## config.mk

```make
export PLATFORM = sky130hd
export DESIGN_NAME = sps_colour_info_extractor
export DESIGN_NICKNAME = d
export VERILOG_FILES = /design/src/rtl/core/sps_pkg.sv /design/src/rtl/core/sps_bit_walker.sv /design/src/rtl/core/sps_colour_info_extractor.sv
export SDC_FILE = /design/constraint.sdc
export NUM_CORES = 1
export LEC_CHECK = 0
export BUFFER_PORTS_ARGS = -buffer_cell sky130_fd_sc_hd__buf_2
export CAP_MARGIN = 15
export CORE_MARGIN = 2
export CORE_UTILIZATION = 55
export DETAILED_ROUTE_END_ITERATION = 8
export HOLD_SLACK_MARGIN = 0.12
export PLACE_DENSITY_LB_ADDON = 0.12
export REMOVE_ABC_BUFFERS = 1
export SLEW_MARGIN = 10
export SYNTH_ARGS = -nofsm -noshare
export SYNTH_HDL_FRONTEND = slang
export SYNTH_HIERARCHICAL = 1
export SYNTH_SLANG_ARGS = --single-unit
```

## constraint.sdc

```tcl
create_clock -name clk -period 16.24 [get_ports clk]
set_clock_uncertainty 0.1 [all_clocks]
set_input_delay 1.624 -clock clk [delete_from_list [all_inputs] [get_ports clk]]
set_output_delay 1.624 -clock clk [all_outputs]
set_load 0.005 [all_outputs]
```

## src/rtl/core/sps_pkg.sv

```systemverilog
`default_nettype none
// ----------------------------------------------------------------------------
// SPS colour extractor package
// Holds the syntax phases, the bit reader modes and the shared helpers.
// ----------------------------------------------------------------------------
package sps_pkg;

	localparam int GolombWidth = 32;
	localparam int ZcW = 6;

	typedef enum logic [5:0] {
		PH_PROFILE, PH_SKIP16, PH_SPSID, PH_CHROMA, PH_SEPPLANE, PH_DEPTHL,
		PH_DEPTHC, PH_LOSSLESS, PH_SMPRESENT, PH_LISTFLAG, PH_DELTA, PH_LOG2FN,
		PH_POCTYPE, PH_LOG2POC, PH_DELTAZERO, PH_OFFNONREF, PH_OFFTB,
		PH_NUMCYCLE, PH_OFFREF, PH_NUMREF, PH_GAPS, PH_WIDTH, PH_HEIGHT,
		PH_FRAMEMBS, PH_MBAFF, PH_DIRECT8, PH_CROPFLAG, PH_CROP, PH_VUIFLAG,
		PH_ARFLAG, PH_ARIDC, PH_SAR, PH_OVERFLAG, PH_OVERAPP, PH_VSTFLAG,
		PH_VFORMAT, PH_FULLRANGE, PH_CDFLAG, PH_PRIM, PH_TRANS, PH_MATRIX,
		PH_DONE
	} phase_t;

	typedef enum logic [1:0] {RD_FIXED, RD_PREFIX, RD_SUFFIX} rd_mode_t;

	typedef enum logic [1:0] {SQ_IDLE, SQ_SHIFT, SQ_OUT} seq_state_t;

	typedef struct packed {
		logic bit_valid;
		logic bit_val;
		logic clear;
	} bit_ctl_t;

	typedef struct packed {
		logic       found;
		logic       full_range;
		logic       seen;
		logic [7:0] prim;
		logic [7:0] trans;
		logic [7:0] matrix;
	} result_t;

	function automatic logic high_profile(input logic [7:0] p);
		return p == 8'd100 || p == 8'd110 || p == 8'd122 || p == 8'd244 ||
			p == 8'd44 || p == 8'd83 || p == 8'd86 || p == 8'd118 || p == 8'd128;
	endfunction

endpackage
`default_nettype wire

```

## src/rtl/core/sps_bit_walker.sv

```systemverilog
`default_nettype none
// ----------------------------------------------------------------------------
// SPS bit walker
// Consumes one bit per cycle in which bit_valid is set and walks the SPS syntax up to the colour codes.
// ----------------------------------------------------------------------------
module sps_bit_walker (
	input  wire              clk,
	input  wire              arst_n,
	input  sps_pkg::bit_ctl_t ctl,
	output sps_pkg::result_t  res
);
	import sps_pkg::*;

	phase_t                  phase_q, ph_d;
	rd_mode_t                mode_q, mode_d;
	logic [ZcW-1:0]          zc_q, zc_d;
	logic [GolombWidth-1:0]  val_q, val_d;
	logic [ZcW-1:0]          left_q, left_d;
	logic [7:0]              prof_q, prof_d;
	logic                    c444_q, c444_d;
	logic [3:0]              lidx_q, lidx_d;
	logic [6:0]              lcnt_q, lcnt_d;
	logic [7:0]              nscale_q, nscale_d;
	logic [7:0]              lscale_q, lscale_d;
	logic [GolombWidth-1:0]  loop_q, loop_d;
	result_t                 res_q, res_d;

	logic                    fdone;
	logic [GolombWidth-1:0]  fv;
	logic [GolombWidth-1:0]  shifted;
	logic [ZcW-1:0]          left_dec;
	logic [GolombWidth-1:0]  cmag;
	logic [8:0]              delta;
	logic [7:0]              ns;
	logic [3:0]              lidx_inc;

	assign shifted  = {val_q[GolombWidth-2:0], ctl.bit_val};
	assign left_dec = (left_q != '0) ? left_q - 1'b1 : left_q;

	always_comb begin
		fdone = 1'b0;
		fv    = shifted;
		if (ctl.bit_valid && phase_q != PH_DONE) begin
			unique case (mode_q)
				RD_FIXED: fdone = (left_dec == '0);
				RD_PREFIX: begin
					fdone = ctl.bit_val && (zc_q == '0);
					fv    = '0;
				end
				default: begin
					fdone = (left_dec == '0);
					fv    = shifted + ((GolombWidth'(1) << zc_q[4:0]) - 1'b1);
				end
			endcase
		end
	end

	always_comb begin
		cmag = fv >> 1;
		if (fv[0]) begin
			delta = (cmag >= 32'd127) ? 9'sd127 : 9'(cmag + 1'b1);
		end else begin
			delta = (cmag > 32'd128) ? 9'h180 : 9'(-cmag);
		end
		ns = 8'(lscale_q + delta[7:0]);
	end

	assign lidx_inc = lidx_q + 1'b1;

	always_comb begin
		ph_d = phase_q; mode_d = mode_q; zc_d = zc_q; val_d = val_q;
		left_d = left_q; prof_d = prof_q; c444_d = c444_q; lidx_d = lidx_q;
		lcnt_d = lcnt_q; nscale_d = nscale_q; lscale_d = lscale_q;
		loop_d = loop_q; res_d = res_q;
		if (ctl.clear) begin
			ph_d = PH_PROFILE; mode_d = RD_FIXED; zc_d = '0; val_d = '0;
			left_d = ZcW'(8); prof_d = '0; c444_d = 1'b0; lidx_d = '0;
			lcnt_d = '0; nscale_d = 8'd8; lscale_d = 8'd8; loop_d = '0;
			res_d = '0;
		end else if (ctl.bit_valid && phase_q != PH_DONE) begin
			unique case (mode_q)
				RD_FIXED: begin
					val_d = shifted; left_d = left_dec;
				end
				RD_PREFIX: begin
					if (!ctl.bit_val) begin
						zc_d = zc_q + 1'b1;
						if (zc_q == ZcW'(GolombWidth - 1)) ph_d = PH_DONE;
					end else if (zc_q != '0) begin
						mode_d = RD_SUFFIX; left_d = zc_q; val_d = '0;
					end
				end
				default: begin
					val_d = shifted; left_d = left_dec;
				end
			endcase
			if (fdone) begin
				mode_d = RD_PREFIX; zc_d = '0; val_d = '0;
				unique case (phase_q)
					PH_PROFILE: begin
						prof_d = fv[7:0]; ph_d = PH_SKIP16;
						mode_d = RD_FIXED; left_d = ZcW'(16);
					end
					PH_SKIP16: ph_d = PH_SPSID;
					PH_SPSID: ph_d = high_profile(prof_q) ? PH_CHROMA : PH_LOG2FN;
					PH_CHROMA: begin
						c444_d = (fv == 32'd3);
						if (fv == 32'd3) begin
							ph_d = PH_SEPPLANE; mode_d = RD_FIXED; left_d = ZcW'(1);
							zc_d = zc_q;
						end else ph_d = PH_DEPTHL;
					end
					PH_SEPPLANE: ph_d = PH_DEPTHL;
					PH_DEPTHL: ph_d = PH_DEPTHC;
					PH_DEPTHC: begin
						ph_d = PH_LOSSLESS; mode_d = RD_FIXED; left_d = ZcW'(1);
						zc_d = zc_q;
					end
					PH_LOSSLESS: begin
						ph_d = PH_SMPRESENT; mode_d = RD_FIXED; left_d = ZcW'(1);
						zc_d = zc_q;
					end
					PH_SMPRESENT: begin
						if (fv[0]) begin
							lidx_d = '0; ph_d = PH_LISTFLAG; mode_d = RD_FIXED;
							left_d = ZcW'(1); zc_d = zc_q;
						end else ph_d = PH_LOG2FN;
					end
					PH_LISTFLAG: begin
						if (fv[0]) begin
							nscale_d = 8'd8; lscale_d = 8'd8;
							lcnt_d = (lidx_q < 4'd6) ? 7'd16 : 7'd64;
							ph_d = PH_DELTA;
						end else begin
							lidx_d = lidx_inc;
							if (lidx_inc < (c444_q ? 4'd12 : 4'd8)) begin
								ph_d = PH_LISTFLAG; mode_d = RD_FIXED;
								left_d = ZcW'(1); zc_d = zc_q;
							end else ph_d = PH_LOG2FN;
						end
					end
					PH_DELTA: begin
						nscale_d = ns;
						if (ns != 8'd0) lscale_d = ns;
						lcnt_d = lcnt_q - 1'b1;
						if (lcnt_q == 7'd1 || ns == 8'd0) begin
							lidx_d = lidx_inc;
							if (lidx_inc < (c444_q ? 4'd12 : 4'd8)) begin
								ph_d = PH_LISTFLAG; mode_d = RD_FIXED;
								left_d = ZcW'(1); zc_d = zc_q;
							end else ph_d = PH_LOG2FN;
						end else ph_d = PH_DELTA;
					end
					PH_LOG2FN: ph_d = PH_POCTYPE;
					PH_POCTYPE: begin
						if (fv == '0) ph_d = PH_LOG2POC;
						else if (fv == 32'd1) begin
							ph_d = PH_DELTAZERO; mode_d = RD_FIXED;
							left_d = ZcW'(1); zc_d = zc_q;
						end else ph_d = PH_NUMREF;
					end
					PH_LOG2POC: ph_d = PH_NUMREF;
					PH_DELTAZERO: ph_d = PH_OFFNONREF;
					PH_OFFNONREF: ph_d = PH_OFFTB;
					PH_OFFTB: ph_d = PH_NUMCYCLE;
					PH_NUMCYCLE: begin
						loop_d = fv;
						ph_d = (fv == '0) ? PH_NUMREF : PH_OFFREF;
					end
					PH_OFFREF: begin
						loop_d = loop_q - 1'b1;
						ph_d = (loop_q == 32'd1) ? PH_NUMREF : PH_OFFREF;
					end
					PH_NUMREF: begin
						ph_d = PH_GAPS; mode_d = RD_FIXED; left_d = ZcW'(1); zc_d = zc_q;
					end
					PH_GAPS: ph_d = PH_WIDTH;
					PH_WIDTH: ph_d = PH_HEIGHT;
					PH_HEIGHT: begin
						ph_d = PH_FRAMEMBS; mode_d = RD_FIXED; left_d = ZcW'(1);
						zc_d = zc_q;
					end
					PH_FRAMEMBS, PH_MBAFF, PH_DIRECT8, PH_ARFLAG, PH_OVERFLAG,
					PH_OVERAPP, PH_SAR, PH_ARIDC, PH_VFORMAT, PH_FULLRANGE,
					PH_PRIM, PH_TRANS: begin
						mode_d = RD_FIXED; zc_d = zc_q; left_d = ZcW'(1);
						priority case (phase_q)
							PH_FRAMEMBS: ph_d = fv[0] ? PH_DIRECT8 : PH_MBAFF;
							PH_MBAFF: ph_d = PH_DIRECT8;
							PH_DIRECT8: ph_d = PH_CROPFLAG;
							PH_ARFLAG: begin
								ph_d = fv[0] ? PH_ARIDC : PH_OVERFLAG;
								if (fv[0]) left_d = ZcW'(8);
							end
							PH_ARIDC: begin
								ph_d = (fv == 32'd255) ? PH_SAR : PH_OVERFLAG;
								if (fv == 32'd255) left_d = ZcW'(32);
							end
							PH_SAR: ph_d = PH_OVERFLAG;
							PH_OVERFLAG: ph_d = fv[0] ? PH_OVERAPP : PH_VSTFLAG;
							PH_OVERAPP: ph_d = PH_VSTFLAG;
							PH_VFORMAT: ph_d = PH_FULLRANGE;
							PH_FULLRANGE: begin
								res_d.full_range = fv[0]; res_d.seen = 1'b1;
								ph_d = PH_CDFLAG;
							end
							PH_PRIM: begin
								res_d.prim = fv[7:0]; ph_d = PH_TRANS; left_d = ZcW'(8);
							end
							default: begin
								res_d.trans = fv[7:0]; ph_d = PH_MATRIX; left_d = ZcW'(8);
							end
						endcase
					end
					PH_CROPFLAG: begin
						if (fv[0]) begin
							loop_d = 32'd4; ph_d = PH_CROP;
						end else begin
							ph_d = PH_VUIFLAG; mode_d = RD_FIXED; left_d = ZcW'(1);
							zc_d = zc_q;
						end
					end
					PH_CROP: begin
						loop_d = loop_q - 1'b1;
						if (loop_q == 32'd1) begin
							ph_d = PH_VUIFLAG; mode_d = RD_FIXED; left_d = ZcW'(1);
							zc_d = zc_q;
						end else ph_d = PH_CROP;
					end
					PH_VUIFLAG, PH_VSTFLAG, PH_CDFLAG: begin
						mode_d = RD_FIXED; zc_d = zc_q;
						if (!fv[0]) ph_d = PH_DONE;
						else begin
							priority case (phase_q)
								PH_VUIFLAG: begin ph_d = PH_ARFLAG; left_d = ZcW'(1); end
								PH_VSTFLAG: begin ph_d = PH_VFORMAT; left_d = ZcW'(3); end
								default: begin ph_d = PH_PRIM; left_d = ZcW'(8); end
							endcase
						end
					end
					PH_MATRIX: begin
						res_d.matrix = fv[7:0]; res_d.found = 1'b1;
						ph_d = PH_DONE; mode_d = mode_q; zc_d = zc_q; val_d = shifted;
					end
					default: begin
						ph_d = PH_DONE; mode_d = mode_q; zc_d = zc_q;
					end
				endcase
			end
		end
	end

	always_ff @(posedge clk or negedge arst_n) begin
		if (!arst_n) begin
			phase_q <= PH_PROFILE; mode_q <= RD_FIXED; zc_q <= '0; val_q <= '0;
			left_q <= ZcW'(8); prof_q <= '0; c444_q <= 1'b0; lidx_q <= '0;
			lcnt_q <= '0; nscale_q <= 8'd8; lscale_q <= 8'd8; loop_q <= '0;
			res_q <= '0;
		end else begin
			phase_q <= ph_d; mode_q <= mode_d; zc_q <= zc_d; val_q <= val_d;
			left_q <= left_d; prof_q <= prof_d; c444_q <= c444_d; lidx_q <= lidx_d;
			lcnt_q <= lcnt_d; nscale_q <= nscale_d; lscale_q <= lscale_d;
			loop_q <= loop_d; res_q <= res_d;
		end
	end

	always_comb begin
		res            = '0;
		res.found      = res_q.found;
		res.seen       = res_q.seen;
		res.full_range = res_q.seen & res_q.full_range;
		if (res_q.found) begin
			res.prim   = res_q.prim;
			res.trans  = res_q.trans;
			res.matrix = res_q.matrix;
		end
	end

endmodule
`default_nettype wire

```

## src/rtl/core/sps_colour_info_extractor.sv

```systemverilog
`default_nettype none
// ----------------------------------------------------------------------------
// SPS colour information extractor
// Parses one H.264 SPS and returns the VUI colour description.
// ----------------------------------------------------------------------------
// Each input transaction is taken in an accepting cycle, after which the
// bits of the byte are fed one by one, most significant bit first, to the
// bit walker. After a byte marked last the result is presented from the
// next cycle and held until taken, and the next transaction is accepted in
// the cycle after the result is taken at the earliest. The block is stalled
// while it shifts a byte or holds an untaken result.
module sps_colour_info_extractor (
	input  wire        clk,
	input  wire        arst_n,
	input  wire        in_valid,
	output logic       in_stall,
	input  wire  [7:0] data_byte,
	input  wire        last_byte,
	output logic       out_valid,
	input  wire        out_stall,
	output logic       found,
	output logic       full_range,
	output logic       full_range_seen,
	output logic [7:0] prim_code,
	output logic [7:0] transfer_code,
	output logic [7:0] matrix_code
);
	import sps_pkg::*;

	seq_state_t st_q, st_d;
	logic [7:0] byte_q;
	logic       last_q;
	logic [2:0] cnt_q;
	bit_ctl_t   ctl;
	result_t    res;
	logic       acc;

	assign acc = in_valid && !in_stall;

	always_comb begin
		st_d = st_q;
		unique case (st_q)
			SQ_IDLE: if (acc) st_d = SQ_SHIFT;
			SQ_SHIFT: if (cnt_q == 3'd7) st_d = last_q ? SQ_OUT : SQ_IDLE;
			default: if (!out_stall) st_d = SQ_IDLE;
		endcase
	end

	always_comb begin
		in_stall      = (st_q != SQ_IDLE);
		out_valid     = (st_q == SQ_OUT);
		ctl.bit_valid = (st_q == SQ_SHIFT);
		ctl.bit_val   = byte_q[7];
		ctl.clear     = (st_q == SQ_OUT) && !out_stall;
	end

	always_ff @(posedge clk or negedge arst_n) begin
		if (!arst_n) begin
			st_q  <= SQ_IDLE;
			cnt_q <= '0;
		end else begin
			st_q <= st_d;
			if (st_q == SQ_SHIFT) cnt_q <= cnt_q + 1'b1;
			else cnt_q <= '0;
		end
	end

	always_ff @(posedge clk) begin
		if (acc) begin
			byte_q <= data_byte;
			last_q <= last_byte;
		end else if (st_q == SQ_SHIFT) begin
			byte_q <= {byte_q[6:0], 1'b0};
		end
	end

	sps_bit_walker u_walker (
		.clk    (clk),
		.arst_n (arst_n),
		.ctl    (ctl),
		.res    (res)
	);

	assign found           = res.found;
	assign full_range      = res.full_range;
	assign full_range_seen = res.seen;
	assign prim_code       = res.prim;
	assign transfer_code   = res.trans;
	assign matrix_code     = res.matrix;

	a_out_hold: assert property (@(posedge clk) disable iff (!arst_n)
		out_valid && out_stall |=> out_valid && $stable(prim_code))
		else $error("Result changed while stalled.");
	a_no_take_busy: assert property (@(posedge clk) disable iff (!arst_n)
		out_valid |-> in_stall)
		else $error("Input taken while result pending.");
	a_found_codes: assert property (@(posedge clk) disable iff (!arst_n)
		!found |-> prim_code == 8'd0 && matrix_code == 8'd0)
		else $error("Codes nonzero without colour description.");

endmodule
`default_nettype wire

```

# Yosys cells after proc, flatten, opt, wreduce, memory -nomap -nowiden

Index checks and enable logic that the tools add are counted.

Magnitude comparators: 4
Reduce and logical (&&, ||, !) cells: 66
Muxes and demuxes: 144
Shift-type cells: 1
$add $sub $neg: 11
Eq/ne operators: 80
Bitwise logic cells: 1

Operators by type and width:

| cell                                               | count |
|---|---|
| 2-to-1 mux 6 bit                                   | 43 |
| 2-to-1 mux 31 bit                                  | 7 |
| case mux 6 bit (27 select lines)                   | 1 |
| 2-to-1 mux 32 bit                                  | 5 |
| 2-to-1 mux 8 bit                                   | 17 |
| case mux 6 bit (11 select lines)                   | 2 |
| == test 6 x 5 -> 1 bit, second input constant      | 17 |
| case mux 32 bit (3 select lines)                   | 1 |
| 2-to-1 mux 27 bit                                  | 3 |
| == test 32 x 1 -> 1 bit, second input constant     | 2 |
| case mux 32 bit (2 select lines)                   | 1 |
| subtractor 32 x 1 -> 32 bit, second input constant | 2 |
| == test 6 bit, second input constant               | 9 |
| == test 6 x 4 -> 1 bit, second input constant      | 8 |
| == test 8 x 7 -> 1 bit, second input constant      | 6 |
| case mux 6 bit (8 select lines)                    | 1 |
| 2-to-1 mux 7 bit                                   | 5 |
| 2-to-1 mux 2 bit                                   | 17 |
| adder 32 bit                                       | 1 |
| == test 32 x 2 -> 1 bit, second input constant     | 1 |
| == test 32 x 8 -> 1 bit, second input constant     | 1 |
| zero test 32 bit                                   | 1 |
| 2-to-1 mux 4 bit                                   | 8 |
| left shift 1 x 5 -> 32 bit, first input constant   | 1 |
| other kinds (72)                                   | 147 |

Bits of input ports: 13
Output and inout port bits: 29
Bits in registers: 152
Word-level logic and storage cells: 328

# Depth between registers and ports, before layout

Gate-level depths: netlist of the first run.

Word-level depth: 16
Depth in mapped cells: 37
Depth with buffers taken out: 35

# Modules after synthesis

The synthesis of the first run kept the hierarchy.

By module, submodules not included:

| module                    | cells each | area an instance (um2) | times used |
|---|---|---|---|
| sps_bit_walker            | 1640       | 12534.5                | 1 |
| sps_colour_info_extractor | 40         | 609.3                  | 1 |

# Worst setup path before layout of the first run

No wires, ideal clock.

Kind: flip-flop to flip-flop
Start: register u_walker.zc_q[1]
End: register u_walker.left_q[4]
Path buffers: 2
Path slack: 8.240 ns
Arrival: 7.752 ns
Cell stages (with the launch flop): 37
Cell sequence: dfrtp_1 inv_1 ha_1 nor2b_1 nand2_1 ha_1 inv_1 ha_1 fa_1 a21o_1 a221o_1 a221oi_2 and4b_4 or4_4 o31ai_2 o2111a_2 and4_2 buf_2 nand2_1 nor2_1 nand3_1 nand2_1 ha_1 inv_1 fa_1 nor2b_1 o21ai_0 a21boi_0 or4_1 nand3_1 or4_1 clkbuf_1 o21bai_1 and2_1 and4b_1 nor4b_1 o22ai_1

Longest elaborated chain between the ends: 16

RTL lines:

| element                                                    | RTL line                                   | text |
|---|---|---|
| start, declared                                            | sps_bit_walker.sv:16                       | `logic [ZcW-1:0] zc_q, zc_d;` |
| start signal, assigned                                     | sps_bit_walker.sv:260                      | `phase_q <= ph_d; mode_q <= mode_d; zc_q <= zc_d; val_q <= val_d;` |
| left shift 1 x 5 -> 32 bit                                 | sps_bit_walker.sv:52                       | `fv = shifted + ((GolombWidth'(1) << zc_q[4:0]) - 1'b1);` |
| subtractor 32 x 1 -> 32 bit                                | sps_bit_walker.sv:52                       |  |
| adder 32 bit                                               | sps_bit_walker.sv:52                       |  |
| case mux 32 bit (2 select lines)                           | sps_bit_walker.sv:44                       | `unique case (mode_q)` |
| 2-to-1 mux 32 bit                                          | sps_bit_walker.sv:43                       | `if (ctl.bit_valid && phase_q != PH_DONE) begin` |
| > comparator 31 x 8 -> 1 bit, or another cell as far along | sps_bit_walker.sv:63                       | `delta = (cmag > 32'd128) ? 9'h180 : 9'(-cmag);` |
| 2-to-1 mux 8 bit, on equally long branches                 | sps_bit_walker.sv:63, sps_bit_walker.sv:61 |  |
| 2-to-1 mux 8 bit                                           | sps_bit_walker.sv:60                       | `if (fv[0]) begin` |
| adder 8 bit                                                | sps_bit_walker.sv:65                       | `ns = 8'(lscale_q + delta[7:0]);` |
| zero test 8 bit                                            | sps_bit_walker.sv:146                      | `if (lcnt_q == 7'd1 \|\| ns == 8'd0) begin` |
| logical OR 1 bit                                           | sps_bit_walker.sv:146                      |  |
| 2-to-1 mux 6 bit                                           | sps_bit_walker.sv:146                      |  |
| case mux 6 bit (11 select lines)                           | sps_bit_walker.sv:99                       | `unique case (phase_q)` |
| 2-to-1 mux 6 bit *                                         | sps_bit_walker.sv:97                       | `if (fdone) begin` |
| 2-to-1 mux 6 bit *                                         | sps_bit_walker.sv:80                       | `end else if (ctl.bit_valid && phase_q != PH_DONE) begin` |
| 2-to-1 mux 6 bit *                                         | sps_bit_walker.sv:75                       | `if (ctl.clear) begin` |
| end signal, assigned                                       | sps_bit_walker.sv:256                      | `left_q <= ZcW'(8); prof_q <= '0; c444_q <= 1'b0; lidx_q <= '0;` |
| end signal, assigned                                       | sps_bit_walker.sv:261                      | `left_q <= left_d; prof_q <= prof_d; c444_q <= c444_d; lidx_q <= lidx_d;` |
| end, declared                                              | sps_bit_walker.sv:18                       | `logic [ZcW-1:0] left_q, left_d;` |

Every way passes the cells marked *; elsewhere a longest branch is shown, timed or not. The select of a mux whose other input is x is not followed.
A chain may end at the register's enable or synchronous reset.

# Worst setup path after layout of the first run

Start: register u_walker.zc_q[0]
End: register u_walker.zc_q[3]

Longest elaborated chain between the ends: 16

RTL lines:

| element                                                    | RTL line |
|---|---|
| left shift 1 x 5 -> 32 bit                                 | sps_bit_walker.sv:52 |
| subtractor 32 x 1 -> 32 bit                                | sps_bit_walker.sv:52 |
| adder 32 bit                                               | sps_bit_walker.sv:52 |
| case mux 32 bit (2 select lines)                           | sps_bit_walker.sv:44 |
| 2-to-1 mux 32 bit                                          | sps_bit_walker.sv:43 |
| > comparator 31 x 8 -> 1 bit, or another cell as far along | sps_bit_walker.sv:63 |
| 2-to-1 mux 8 bit, on equally long branches                 | sps_bit_walker.sv:63, sps_bit_walker.sv:61 |
| 2-to-1 mux 8 bit                                           | sps_bit_walker.sv:60 |
| adder 8 bit                                                | sps_bit_walker.sv:65 |
| zero test 8 bit                                            | sps_bit_walker.sv:146 |
| logical OR 1 bit                                           | sps_bit_walker.sv:146 |
| 2-to-1 mux 6 bit                                           | sps_bit_walker.sv:146 |
| case mux 6 bit (8 select lines)                            | sps_bit_walker.sv:99 |
| 2-to-1 mux 6 bit                                           | sps_bit_walker.sv:97 |
| 2-to-1 mux 6 bit                                           | sps_bit_walker.sv:80 |
| 2-to-1 mux 6 bit                                           | sps_bit_walker.sv:75 |

Several ways; a longest one is shown, not always the timed one. The select of a mux whose other input is x is not followed.

==> metrics.txt, run 1 <==
outcome completed; initial antenna violation count 0; CP Data Required Time between 15 and 20 ns; Critical R2R Launch u_walker/zc_q[0]; Critical Path Source Type flip-flop; Synth Area in Compound Gates 27.2%; CP bufs+invs 2; Ys Warns 6; Worst Tran Pin Value ~1.1 ns; crit end category flip-flop; post-synthesis mux area share under 10%; count of final hold-check violations 0; Synth async-reset ratio between 90 and 100%; Post-CTS Setup Bufs 0; num rows 56; CTS Buf Count 17; Mapped Cells ~1700; clk buf depth 2; pin count of the biggest net entering global routing 84; Max-Cap Viols 0; clock transition at the registers of the reported paths ~0.07 ns; Remaining DRCs 0; Die Span Y 159 µm; most used cell, CP ha_1; Mean Syn Cell Area a little under 8 µm²; sequential area share after synthesis 29.3%; Rel. slew slack between 20% and 30%; Routed Antenna Nets 0; GR Util All Layers between 30% and 40%; vias after detailed routing 13000; Area Growth Syn to Fin 7.82%; post_cts resized 0; max-slew violations 0; Worst Hold Launch cnt_q[0]; number of global-route vias before repair roughly 12000; terminus of the critical flop-to-flop path u_walker/zc_q[3]; final setup fails 0; hold crit path type flip-flop to flip-flop; core area about 23000 µm²; fillers 2146; f_max around 0.11 GHz; routability cong. around 1.1; Hold-fix buffers, CTS 0; layout cells sized above 1 under 10%; first-pass GRT wire length around 64 mm; IO Pins 42; Adder-Cell Fraction of Synth Area between 8 and 9%; R2R setup slack approximately 6.7 ns; Netlist cell types between 100 and 150; worst-skew pair later-pin latency about 0.45 ns; Overflow after GRT 0; WHS Endpoint cnt_q[0]; Critical Path Fanout Max 9; IO buf count around 40; period utilisation layout roughly 60%; DIE AREA 25200 µm²; Synth Register Bits between 150 and 200; # diodes 0; Netlist Area Pre-Place approximately 13000 µm²; DIE WIDTH ~160 µm; top_reg_cell synth dfrtp_1; WHS Path Cells 1; Post-Synth XOR/XNOR Area under 10%; number of synthesized flops with an enable pin 9; Synth Area in Simple Gates 23.6%; Initial DRC Count about 1700; DRT Wirelength between 40 and 50 mm; root buffer cell clkbuf_16; CP max stage cell o41ai_1; H-Tree Depth 4; arrival time of the worst setup path a little under 10 ns; vias per cell ~6.5; # clock sinks 152; DR WL/cell 20.1 µm; R2R cell count 32; CP Class flip-flop to flip-flop; nets@finish 1771; RSZ-0062 raised after global routing no; CTS tree done; HPWL Detailed between 20 and 30 mm; largest family of logic cells by synthesized area compound AO/OA/AOI/OAI gates; setup TNS 0 ns; minimum clock period between 9 and 10 ns; Worst path top cell family by delay compound AO/OA/AOI/OAI gates; initial core utilization between 50% and 60%; critical path's largest stage delay 0.72 ns; DR pass1 iterations 6
==> state kept, by name (all words and copies together), names as in the netlist <==
signal	cells
u_walker/res_q	25
u_walker/mode_q	2
u_walker/loop_q	32
u_walker/prof_q	8
u_walker/lidx_q	4
last_q	1
u_walker/val_q	31
u_walker/c444_q	1
u_walker/zc_q	6
st_q	2
cnt_q	3
u_walker/res	2
u_walker/lcnt_q	7
u_walker/phase_q	6
u_walker/left_q	6
byte_q	8
u_walker/lscale_q	8
==> final cells by class <==
class	count	area, µm²	area share [%]
inverters	132	495	3.50
multi-input cells	1301	8390	59.2
flip-flops and latches	152	3850	27.2
well taps	319	399	2.82
repair buffers	67	407	2.87
clock buffers	19	454	3.20
clock inverters	13	171	1.21
==> stage by stage <==
stage,instance area (µm²),std cells,hold WS (ns),worst slack (ns),util (%)
after floorplan,12700,1585,0.309,7.23,-
after CTS,14200,2003,0.352,6.87,60.4
final,14200,2003,0.347,6.72,60.4
after global placement,13500,1971,0.326,7.22,57.7
after detailed placement,13500,1971,0.340,6.93,57.7
after global routing,14200,2003,0.372,6.13,60.4
==> worst max-delay path by stage <==
stage	start	endpoint	slack, ns	cells after the start
2_1_floorplan	out_stall	u_walker/val_q[0]	7.23	4
3_3_place_gp	u_walker/zc_q[1]	u_walker/zc_q[3]	7.22	33
3_5_place_dp	u_walker/zc_q[1]	u_walker/zc_q[3]	6.93	33
4_1_cts	u_walker/zc_q[1]	u_walker/zc_q[3]	6.87	33
5_1_grt	u_walker/zc_q[0]	u_walker/zc_q[3]	6.13	32
6_report	u_walker/zc_q[0]	u_walker/zc_q[3]	6.72	32
==> cell families (layout without fill, tap and decap cells) <==
family,after synthesis,count (layout)
AO/OA/AOI/OAI,525,525
XOR/XNOR,43,43
adder cells (fa/ha/maj),87,87
buffers and inverters,227,231
flip-flops,152,152
multiplexers,19,19
AND/OR/NAND/NOR,627,627
==> cell usage in the layout (no fill, tap or decap), drive strengths merged, types with 50 or more instances in the layout <==
cell type,synthesis,final
a21oi,91,91
inv,130,138
nor3,55,55
nand2,166,166
dfrtp,141,141
nor2,173,173
o21ai,120,120
ha,85,85
buf,20,67
nand3,50,50
==> worst register-to-register path: cells and delay by family, from the launching register on <==
family | cells | cell delay [ns]
AO/OA/AOI/OAI | 14 | 4.36
XOR/XNOR | 2 | 0.45
adder cells (fa/ha/maj) | 5 | 1.15
buffers and inverters | 2 | 0.18
flip-flops | 1 | 0.47
AND/OR/NAND/NOR | 9 | 2.67
==> synth_stat cells, types with 17 or more instances <==
master    count  area, µm²
a31oi_1      21        131
a21oi_1      91        455
xnor2_1      24        210
o22ai_1      21        131
o31ai_1      25        188
nor2b_1      18        113
a22o_1       44        385
inv_1       130        488
nor2_1      172        646
o211ai_1     17        128
a22oi_1      38        285
xor2_1       19        166
a211oi_1     30        225
nor3_1       54        270
nand3_1      50        250
ha_1         85       1060
clkbuf_1     71        267
nand2_1     165        619
dfrtp_1     141       3530
o21ai_0     117        586
and2_1       44        275
==> metal layers <==
layer  GRT usage, %  vias up  part of all wire [%]
met3           7.40       94                    10
met4           9.48        0                   2.6
met5              0        -                     0
li1               -     6104                     -
met1           47.3     6112                    44
met2           48.1      656                    43
Power of run 1 is not shown: default switching activity piles up to over one toggle a cycle in this logic, so the estimate is an artifact.
==> run 2: changes to the inputs <==
ABC_AREA = 1   (was default)
clock period = 8.97 ns   (was 16.24 ns; I/O delays follow)
==> run 2 against run 1 <==
Compared with the run above: synthesized cell count increased by 31%; register-to-register slack worse by 5.2 ns; setup slack got worse by 5.2 ns; maximum frequency increased by 28%; cell count increased by 27%; critical path depth up 11; critical endpoint is now u_walker/zc_q[2]; routed wire length increased by 12%.
==> metrics.txt, run 2 <==
f_max 0.135 GHz (+28%); period utilisation layout 82.9% (+24 points); num rows 58 (+3.6%); # clock sinks 152 (unchanged); Rel. slew slack 26.4% (+2.4 points); Worst Tran Pin Value 1.10 ns (-0.0301 ns); H-Tree Depth 4 (unchanged); outcome completed; most used cell, CP nand2_1; CP max stage cell dfrtp_1; arrival time of the worst setup path 7.66 ns (-2.03 ns); Post-DP Area 14300 µm² (+5.9%); Mapped Cells 2198 (+31%); most common cell after layout, fill and taps aside nand2_1; post_cts resized 0 (unchanged); Overflow after GRT 0 (unchanged); Critical Path Fanout Max 17 (+8); Synth async-reset ratio 94.1% (unchanged); initial antenna violation count 0 (unchanged); CP Data Required Time 9.20 ns (-7.22 ns); vias per cell 5.70 (-12%); DRT Wirelength 44.9 mm (+12%); CTS Buf Count 17 (unchanged); Post-CTS Setup Bufs 0 (unchanged); Area contributors post-synth dfrtp_1 25%, nand2_1 15%, inv_1 12%; DR pass1 iterations 6 (unchanged); Die Span Y 163 µm (+2.7%); CP Class flip-flop to flip-flop; DIE AREA 26500 µm² (+5.6%); IO buf count 41 (unchanged); largest registers u_walker/loop_q: 32 flops, u_walker/val_q: 31 flops, u_walker/res_q: 25 flops; Area Growth Syn to Fin 7.82% (about the same); minimum clock period 7.43 ns (-2.08 ns); Netlist cell types 66 (-35%); # diodes 0 (unchanged); routability cong. 1.02 (-2.9%); clk buf depth 2 (unchanged); post-synth top area share 25.4% (-1.5 points); crit end category flip-flop; Worst path top cell family by delay simple AND/OR/NAND/NOR gates; first-pass GRT wire length 71.3 mm (+11%); number of synthesized flops with an enable pin 9 (unchanged); DR WL/cell 17.6 µm (-12%); Netlist Area Pre-Place 13900 µm² (+5.7%); Routed Antenna Nets 0 (unchanged); Ys Warns 6 (unchanged); count leader, synth nand2_1; commonest non-fill, non-tap cells in the layout 561 x nand2_1, 427 x inv_1, 237 x nor2_1; sequential area share after synthesis 27.7% (-1.6 points); GR Util All Layers 34.3% (+1.8 points); fillers 2439 (+14%); Hold-fix buffers, CTS 0 (unchanged); critical path's largest stage delay 0.60 ns (-0.12 ns); core area 25000 µm² (+6.4%); setup TNS 0 ns (unchanged); hold crit path type flip-flop to flip-flop; CTS tree done; post-layout instance area 15000 µm² (+5.7%); vias after detailed routing 14500 (+12%); Synth area leader dfrtp_1; top cells by count, synth 561 x nand2_1, 427 x inv_1, 237 x nor2_1; HPWL Detailed 34.1 mm (+15%); initial core utilization 55.7% (-0.34 points); Remaining DRCs 0 (unchanged); Most flops, register u_walker/loop_q; top_reg_cell synth dfrtp_1; nets@finish 2309 (+30%); Max-Cap Viols 0 (unchanged); final setup fails 0 (unchanged); DIE WIDTH 163 µm (+2.7%); Initial DRC Count 1906 (+15%); root buffer cell clkbuf_16; Critical Path Source Type flip-flop; worst-skew pair later-pin latency 0.44 ns (about the same); layout cells sized above 1 6.84% (-2.3 points); Mean Syn Cell Area 6.32 µm² (-19%); clock transition at the registers of the reported paths 0.09 ns (+0.02 ns); Hold Slack 0.338 ns (-0.00849 ns); IO Pins 42 (unchanged); Synth Register Bits 152 (unchanged); RSZ-0062 raised after global routing no; count of final hold-check violations 0 (unchanged); pin count of the biggest net entering global routing 79 (-6.0%); max-slew violations 0 (unchanged); number of flip-flops in the largest register 32 (unchanged); number of global-route vias before repair 13400 (+15%); CP bufs+invs 5 (+3)
## run 2: changes by cell type after synthesis, sizes merged, moves of 58 or more
cell	before	now
nor2	173	249
nand3	50	128
nand2	166	576
nand4	17	75
inv	130	435
## run 2: final timing paths
kind,from,endpoint,slack [ns],cells past startpoint
min in group asynchronous,arst_n,u_walker/loop_q[15],0.37,1
worst max-delay path,u_walker/zc_q[3],u_walker/zc_q[2],1.54,43
worst min-delay path,cnt_q[0],cnt_q[0],0.34,1
worst max register to register,u_walker/zc_q[3],u_walker/zc_q[2],1.54,43
worst min register to register,cnt_q[0],cnt_q[0],0.34,1
max in group asynchronous,arst_n,u_walker/val_q[0],6.93,2
## run 2: kinds of logic after synthesis
logic type               after synthesis  synth area share [%]
AO/OA/AOI/OAI                        342                  14.6
flip-flops                           152                  27.7
buffers and inverters                497                  13.7
XOR/XNOR                              29                  1.83
AND/OR/NAND/NOR                     1091                  34.1
adder cells (fa/ha/maj)               87                  7.94
## run 2: metal layers
layer  vias to the layer above  share of wire [%]  track usage, %  routed length (µm)
met5                         -                  0               0                   0
met4                         0                1.7            8.41                 784
met3                        62                 11            7.59                4740
met2                       663                 43            51.7               19300
met1                      6721                 45            49.8               20200
li1                       7102                  -               -                   -
## run 2: area by class of cell
cell class | instances | area, µm² | share of cell area (%)
multi-input combinational | 1549 | 8160 | 54.5
sequential | 152 | 3850 | 25.7
inverter | 437 | 1640 | 11.0
clock buffer | 17 | 425 | 2.84
tap | 330 | 413 | 2.76
timing repair buffer | 52 | 294 | 1.96
clock inverter | 15 | 191 | 1.28
## run 2: metrics by stage
step,util (%),setup WS (ns),cells
final,60.0,1.54,2552
after detailed placement,57.5,1.83,2518
after global routing,60.0,0.988,2552
after global placement,57.5,1.92,2518
after CTS,59.9,1.81,2550
after floorplan,-,3.01,2138
Power of run 2 is left out for the same reason.
